--- src/rtl/core/llcb_pkg.sv ---
// shared types, constants and helpers for the linked cell list builder
package llcb_pkg;

   localparam int MAX_CELLS   = 4096;
   localparam int CELL_AW     = (MAX_CELLS > 1) ? $clog2(MAX_CELLS) : 1;
   localparam int CIDX_W      = 12;
   localparam int PID_W       = 16;
   localparam int POS_W       = 32;
   localparam int INV_W       = 32;
   localparam int CNT_W       = 5;
   localparam int AXIS_W      = 4;
   localparam int LIN_W       = 13;
   localparam int PROD_W      = POS_W + INV_W;
   localparam int EPOCH_W     = 8;
   localparam int CSR_AW      = 3;
   localparam int CSR_DW      = 32;
   localparam int REQ_DW      = 128;
   localparam int REQ_UW      = 2;
   localparam int RSP_DW      = 32;
   localparam int RSP_UW      = 2;

   localparam logic [EPOCH_W-1:0] EPOCH_FIRST = EPOCH_W'(1);
   localparam logic [EPOCH_W-1:0] EPOCH_LAST  = {EPOCH_W{1'b1}};

   typedef enum logic [1:0] {
      CMD_CLEAR  = 2'd0,
      CMD_INSERT = 2'd1,
      CMD_READ   = 2'd2
   } llcb_cmd_type;

   typedef enum logic [CSR_AW-1:0] {
      CSR_CELLS_X = 3'd0,
      CSR_CELLS_Y = 3'd1,
      CSR_CELLS_Z = 3'd2,
      CSR_INV_X   = 3'd3,
      CSR_INV_Y   = 3'd4,
      CSR_INV_Z   = 3'd5
   } llcb_csr_type;

   typedef enum logic [2:0] {
      ST_SWEEP,
      ST_IDLE,
      ST_MUL,
      ST_AXIS,
      ST_LIN,
      ST_READ,
      ST_DONE,
      ST_CLEAR
   } llcb_state_type;

   typedef struct packed {
      logic [EPOCH_W-1:0] tag;
      logic [PID_W-1:0]   head;
   } llcb_entry_type;

   typedef struct packed {
      logic               we;
      logic               re;
      logic [CELL_AW-1:0] addr;
      llcb_entry_type     wdata;
   } llcb_ram_req_type;

   typedef struct packed {
      logic              clamped;
      logic              link_valid;
      logic [PID_W-1:0]  link_particle;
      logic [CIDX_W-1:0] cell_index;
   } llcb_rsp_type;

   // zero counts as one, anything above sixteen saturates
   function automatic logic [CNT_W-1:0] eff_cells(input logic [CNT_W-1:0] c);
      logic [CNT_W-1:0] r;
      if (c == '0) begin
         r = CNT_W'(1);
      end else if (c > CNT_W'(16)) begin
         r = CNT_W'(16);
      end else begin
         r = c;
      end
      return r;
   endfunction

endpackage

--- src/rtl/core/llcb_axis.sv ---
// per-axis cell index: fixed-point scale, half-grid offset and clamp, two stages
module llcb_axis (
   input  logic                              clock,
   input  logic signed [llcb_pkg::POS_W-1:0] pos,
   input  logic [llcb_pkg::INV_W-1:0]        inv,
   input  logic [llcb_pkg::CNT_W-1:0]        cells,
   output logic [llcb_pkg::AXIS_W-1:0]       idx,
   output logic                              clamp
);
   import llcb_pkg::*;

   localparam int Q_W = POS_W + 2;

   logic signed [PROD_W:0]   prod_full;
   logic signed [PROD_W-1:0] prod_ff;
   logic signed [PROD_W-1:0] prod_in;
   logic [CNT_W-1:0]         cells_ff;
   logic signed [PROD_W-1:0] sum;
   logic [POS_W-1:0]         q;
   logic [Q_W-1:0]           qb;
   logic [Q_W-1:0]           hi;
   logic [AXIS_W-1:0]        idx_in;
   logic                     clamp_in;
   logic [AXIS_W-1:0]        idx_ff;
   logic                     clamp_ff;

   assign prod_full = pos * $signed({1'b0, inv});
   assign prod_in   = prod_full[PROD_W-1:0];

   always_comb begin
      // odd cell counts add half a cell before the floor
      sum = prod_ff + (cells_ff[0] ? $signed(PROD_W'(64'h8000_0000)) : $signed(PROD_W'(0)));
      q   = sum[PROD_W-1:POS_W];
      qb  = {{2{q[POS_W-1]}}, q} + Q_W'(cells_ff[CNT_W-1:1]);
      hi  = Q_W'(cells_ff) - Q_W'(1);
      if (qb[Q_W-1]) begin
         idx_in   = '0;
         clamp_in = 1'b1;
      end else if (qb > hi) begin
         idx_in   = hi[AXIS_W-1:0];
         clamp_in = 1'b1;
      end else begin
         idx_in   = qb[AXIS_W-1:0];
         clamp_in = 1'b0;
      end
   end

   always_ff @(posedge clock) begin
      prod_ff  <= prod_in;
      cells_ff <= cells;
      idx_ff   <= idx_in;
      clamp_ff <= clamp_in;
   end

   assign idx   = idx_ff;
   assign clamp = clamp_ff;

endmodule

--- config.mk ---
export PLATFORM = sky130hd
export DESIGN_NAME = llcb_axis
export DESIGN_NICKNAME = d
export VERILOG_FILES = /design/src/rtl/core/llcb_pkg.sv /design/src/rtl/core/llcb_axis.sv
export SDC_FILE = /design/constraint.sdc
export NUM_CORES = 2
export LEC_CHECK = 0
export BUFFER_PORTS_ARGS = -buffer_cell sky130_fd_sc_hd__buf_2
export CORE_MARGIN = 5
export CORE_UTILIZATION = 49
export DETAILED_ROUTE_END_ITERATION = 6
export PLACE_DENSITY = 0.67
export SLEW_MARGIN = 20
export SYNTH_ARGS = -nofsm -noshare
export SYNTH_HDL_FRONTEND = slang
export SYNTH_SLANG_ARGS = --single-unit
--- constraint.sdc ---
create_clock -name clock -period 21.5 [get_ports clock]
set_input_delay 0 -clock clock [delete_from_list [all_inputs] [get_ports clock]]
set_output_delay 0 -clock clock [all_outputs]
set_load 0.1 [all_outputs]
==> key figures <==
Global routing
  – Initial antenna violation count: 1
  – Most Used Layer, Global Route: met2
  – Global-route wire length before repair: 150 mm
  – Met2 Use GR: 0.425
  – Largest net degree at the start of global routing: 33
  – GRT Util Overall: 0.233
  – Grt met3 use: 0.0160
  – Vias in the first global route: 28400
  – Total gr overflow: 0
  – Met1 usage: 0.309

Clocking
  – Hold-fix buffers at CTS: 5
  – Setup Buffers After CTS: 0
  – Total CTS buffers: 5
  – Worst skew pair latency: 290 ps
  – H-tree depth: 2
  – Resized Gates After CTS: 0
  – CTS tree: yes
  – Max Root-Sink Buffers: 2
  – CTS root buffer: clkbuf_16
  – Clock transition at the registers of the reported paths: 70 ps
  – Clock Sinks: 43

Setup path
  – Cell family with most CP delay: adder cells
  – Startpoint types: input pin
  – Most used cell along the critical path: fa_1
  – CP max stage delay: 630 ps
  – CP max stage cell: buf_2
  – Critical path required time: 21680 ps
  – Worst setup path category: in2reg
  – Reg-to-reg endpoint: idx[0]$_SDFF_PN0_
  – Worst-path cell chain: buf_2, and2_1, fa_1, fa_1, inv_1, fa_1, fa_1, fa_1, inv_1, fa_1, fa_1, fa_1, ha_1, a21oi_1, a21oi_1, o32ai_1, nor2_1, a211oi_1, o31ai_1, buf_4, a311oi_1, nor4_1, or3_1
  – R2R Setup Slk: 15580 ps
  – R2R cell count: 17
  – Critical path capture point type: flop
  – Arr. time, crit path: 7930 ps
  – RR Startpoint: cells_ff[0]$_DFF_P_
  – Peak fanout along the critical path: 32
  – Buf+Inv Stages, Crit Path: 4

Min path
  – Worst Hold Endpoint: cells_ff[4]$_DFF_P_
  – Hold Crit Depth: 2
  – Hold crit path type: in2reg
  – Worst hold path startpoint: cells[4]

Synthesis
  – Syn nets: 5327
  – FF+latch count, synth: 43
  – Cell variety after synth: 73
  – Post-synth EDFFs: 0
  – Main synth FF type: dfxtp_1
  – Yosys warns: 0
  – Post-Syn Area: 36400 um^2
  – Avg Cell Area, Syn: 9.03 um^2
  – Async S/R FF share, synth: 0
  – Mapped Cells: 4034
  – Post-synthesis sequential area ratio: 0.0236

Routing
  – Initial DRC Count: 1349
  – WL/cell: 18.5 um
  – Vias per std cell: 5.35
  – Number of remaining DRC errors: 0
  – Vias: 26100
  – 1st-pass router iterations: 5
  – Antenna viol nets, final: 0
  – Final wirelength: 90.1 mm

Layout
  – Commonest non-fill, non-tap cell in the layout: inv_1
  – Net count, final: 5207
  – Ratio of cells with drive above 1 in the final layout: 0.0286
  – Most frequent cells in the layout: inv_1, fa_1, and2_1, nand2_1, ha_1
  – Syn-to-layout area delta: 2.81%

Floorplanning
  – Die area: 79900 um^2
  – Row count: 100
  – Die Height: 283 um
  – Area of the core: 74100 um^2
  – Die Width: 283 um
  – IO Pins: 75
  – Starting density of the core: 0.492

STA
  – Final setup fails: 0
  – Fin crit period: 7750 ps
  – Fin Clk Skew: 5.80 ps
  – Hold Fails Final Rpt: 0
  – Setup TNS: 0 ps
  – Slew @ Worst Pin: 985 ps
  – Final slew viol count: 0
  – Fmax: 129 MHz
  – Normalized max-slew margin: 0.342
  – RSZ-0062 raised after global routing: false
  – Period utilisation layout: 0.360

Placement
  – PortBufs: 74
  – GPL Wtd Cong: 0.856
  – DP HPWL: 72.2 mm

Run
  – Max_cap viols: 0

Run status
  – Status: complete, no violations
cell families (layout without fill, tap and decap cells):
family | after synthesis | count (layout) | share of synthesized area
flops | 43 | 43 | 0.0236
mux | 2 | 2 | 0.000549
buf+inv | 1119 | 1000 | 0.116
compound gates | 246 | 246 | 0.0434
xor+xnor | 88 | 88 | 0.0211
fa+ha+maj | 1224 | 1224 | 0.605
simple gates | 1312 | 1312 | 0.190
other cells | 0 | 1 | 0
worst register-to-register path: stages (launching register included):
cell      delay (ps)
dfxtp_1          480
and2_1           200
ha_1             220
nand4_1          360
nor4_4           660
xnor2_1          230
nor3b_1          580
nand4_1          350
o311ai_2         330
nand3_2          200
ha_1             340
nand3_1           90
or2_2            350
nor4_1           680
nor2_1           200
a22o_1           230
a311o_1          260
nor2_1            90
worst max path at each step:
stage                          endpoint  slack (ps)  cells past startpoint    start
finish              prod_ff[49]$_DFF_P_       13750                     23  inv[15]
global route        prod_ff[49]$_DFF_P_       13490                     23  inv[15]
detailed placement  prod_ff[49]$_DFF_P_       13520                     23  inv[15]
CTS                 prod_ff[49]$_DFF_P_       13810                     23  inv[15]
floorplan           prod_ff[49]$_DFF_P_       14570                     22  pos[31]
global placement    prod_ff[49]$_DFF_P_       13610                     23  inv[15]
area by class of cell:
cell class | instances | area [um^2]
fillers | 6980 | 36600
multi-input cells | 2872 | 31400
inverters | 904 | 3390
well taps | 969 | 1210
flip-flops and latches | 43 | 861
repair buffers | 88 | 488
clock buffers | 5 | 125
clock inverters | 3 | 26.3
diodes | 1 | 2.50
registers in the layout (all words and copies together), names as in the netlist:
name and flops:
idx 4, cells_ff 5, prod_ff 33, clamp 1
cell usage after synthesis, types with 6 or more instances:
cell type,instances,area share
a211oi_1,11,0.0023
a21o_1,37,0.0076
a21oi_1,80,0.011
a31oi_1,8,0.0014
and2_1,622,0.11
and3_1,14,0.0024
clkbuf_1,206,0.021
dfxtp_1,43,0.024
fa_1,897,0.49
ha_1,326,0.11
inv_1,903,0.093
nand2_1,448,0.046
nand2b_1,23,0.0039
nand3_1,28,0.0038
nand4_1,28,0.0048
nor2_1,67,0.0069
nor2b_1,7,0.0012
nor3_1,23,0.0032
nor4_1,13,0.0022
o211ai_1,11,0.0023
o21ai_0,43,0.0059
o21bai_1,14,0.0029
o31ai_1,6,0.0012
or2_2,6,0.0010
xnor2_1,56,0.013
xor2_1,32,0.0077
through the flow:
step	utilization	setup slack, ps	hold slack (ps)	cell area (um^2)	instances
final	0.506	13750	337	37500	4885
after global routing	0.506	13490	349	37500	4885
after CTS	0.506	13810	333	37500	4884
after detailed placement	0.503	13520	106	37300	4871
after global placement	0.503	13610	104	37300	4871
after floorplan	-	14570	27.7	36400	4034
per-layer routing:
| metal | vias up | share of wire |
|---|---|---|
| met5 | - | 0 |
| met3 | 157 | 0.040 |
| met4 | 0 | 0.025 |
| met1 | 13700 | 0.42 |
| li1 | 11600 | - |
| met2 | 662 | 0.52 |
Power is not shown: default switching activity piles up to over one toggle a cycle in this logic, so the estimate is an artifact.
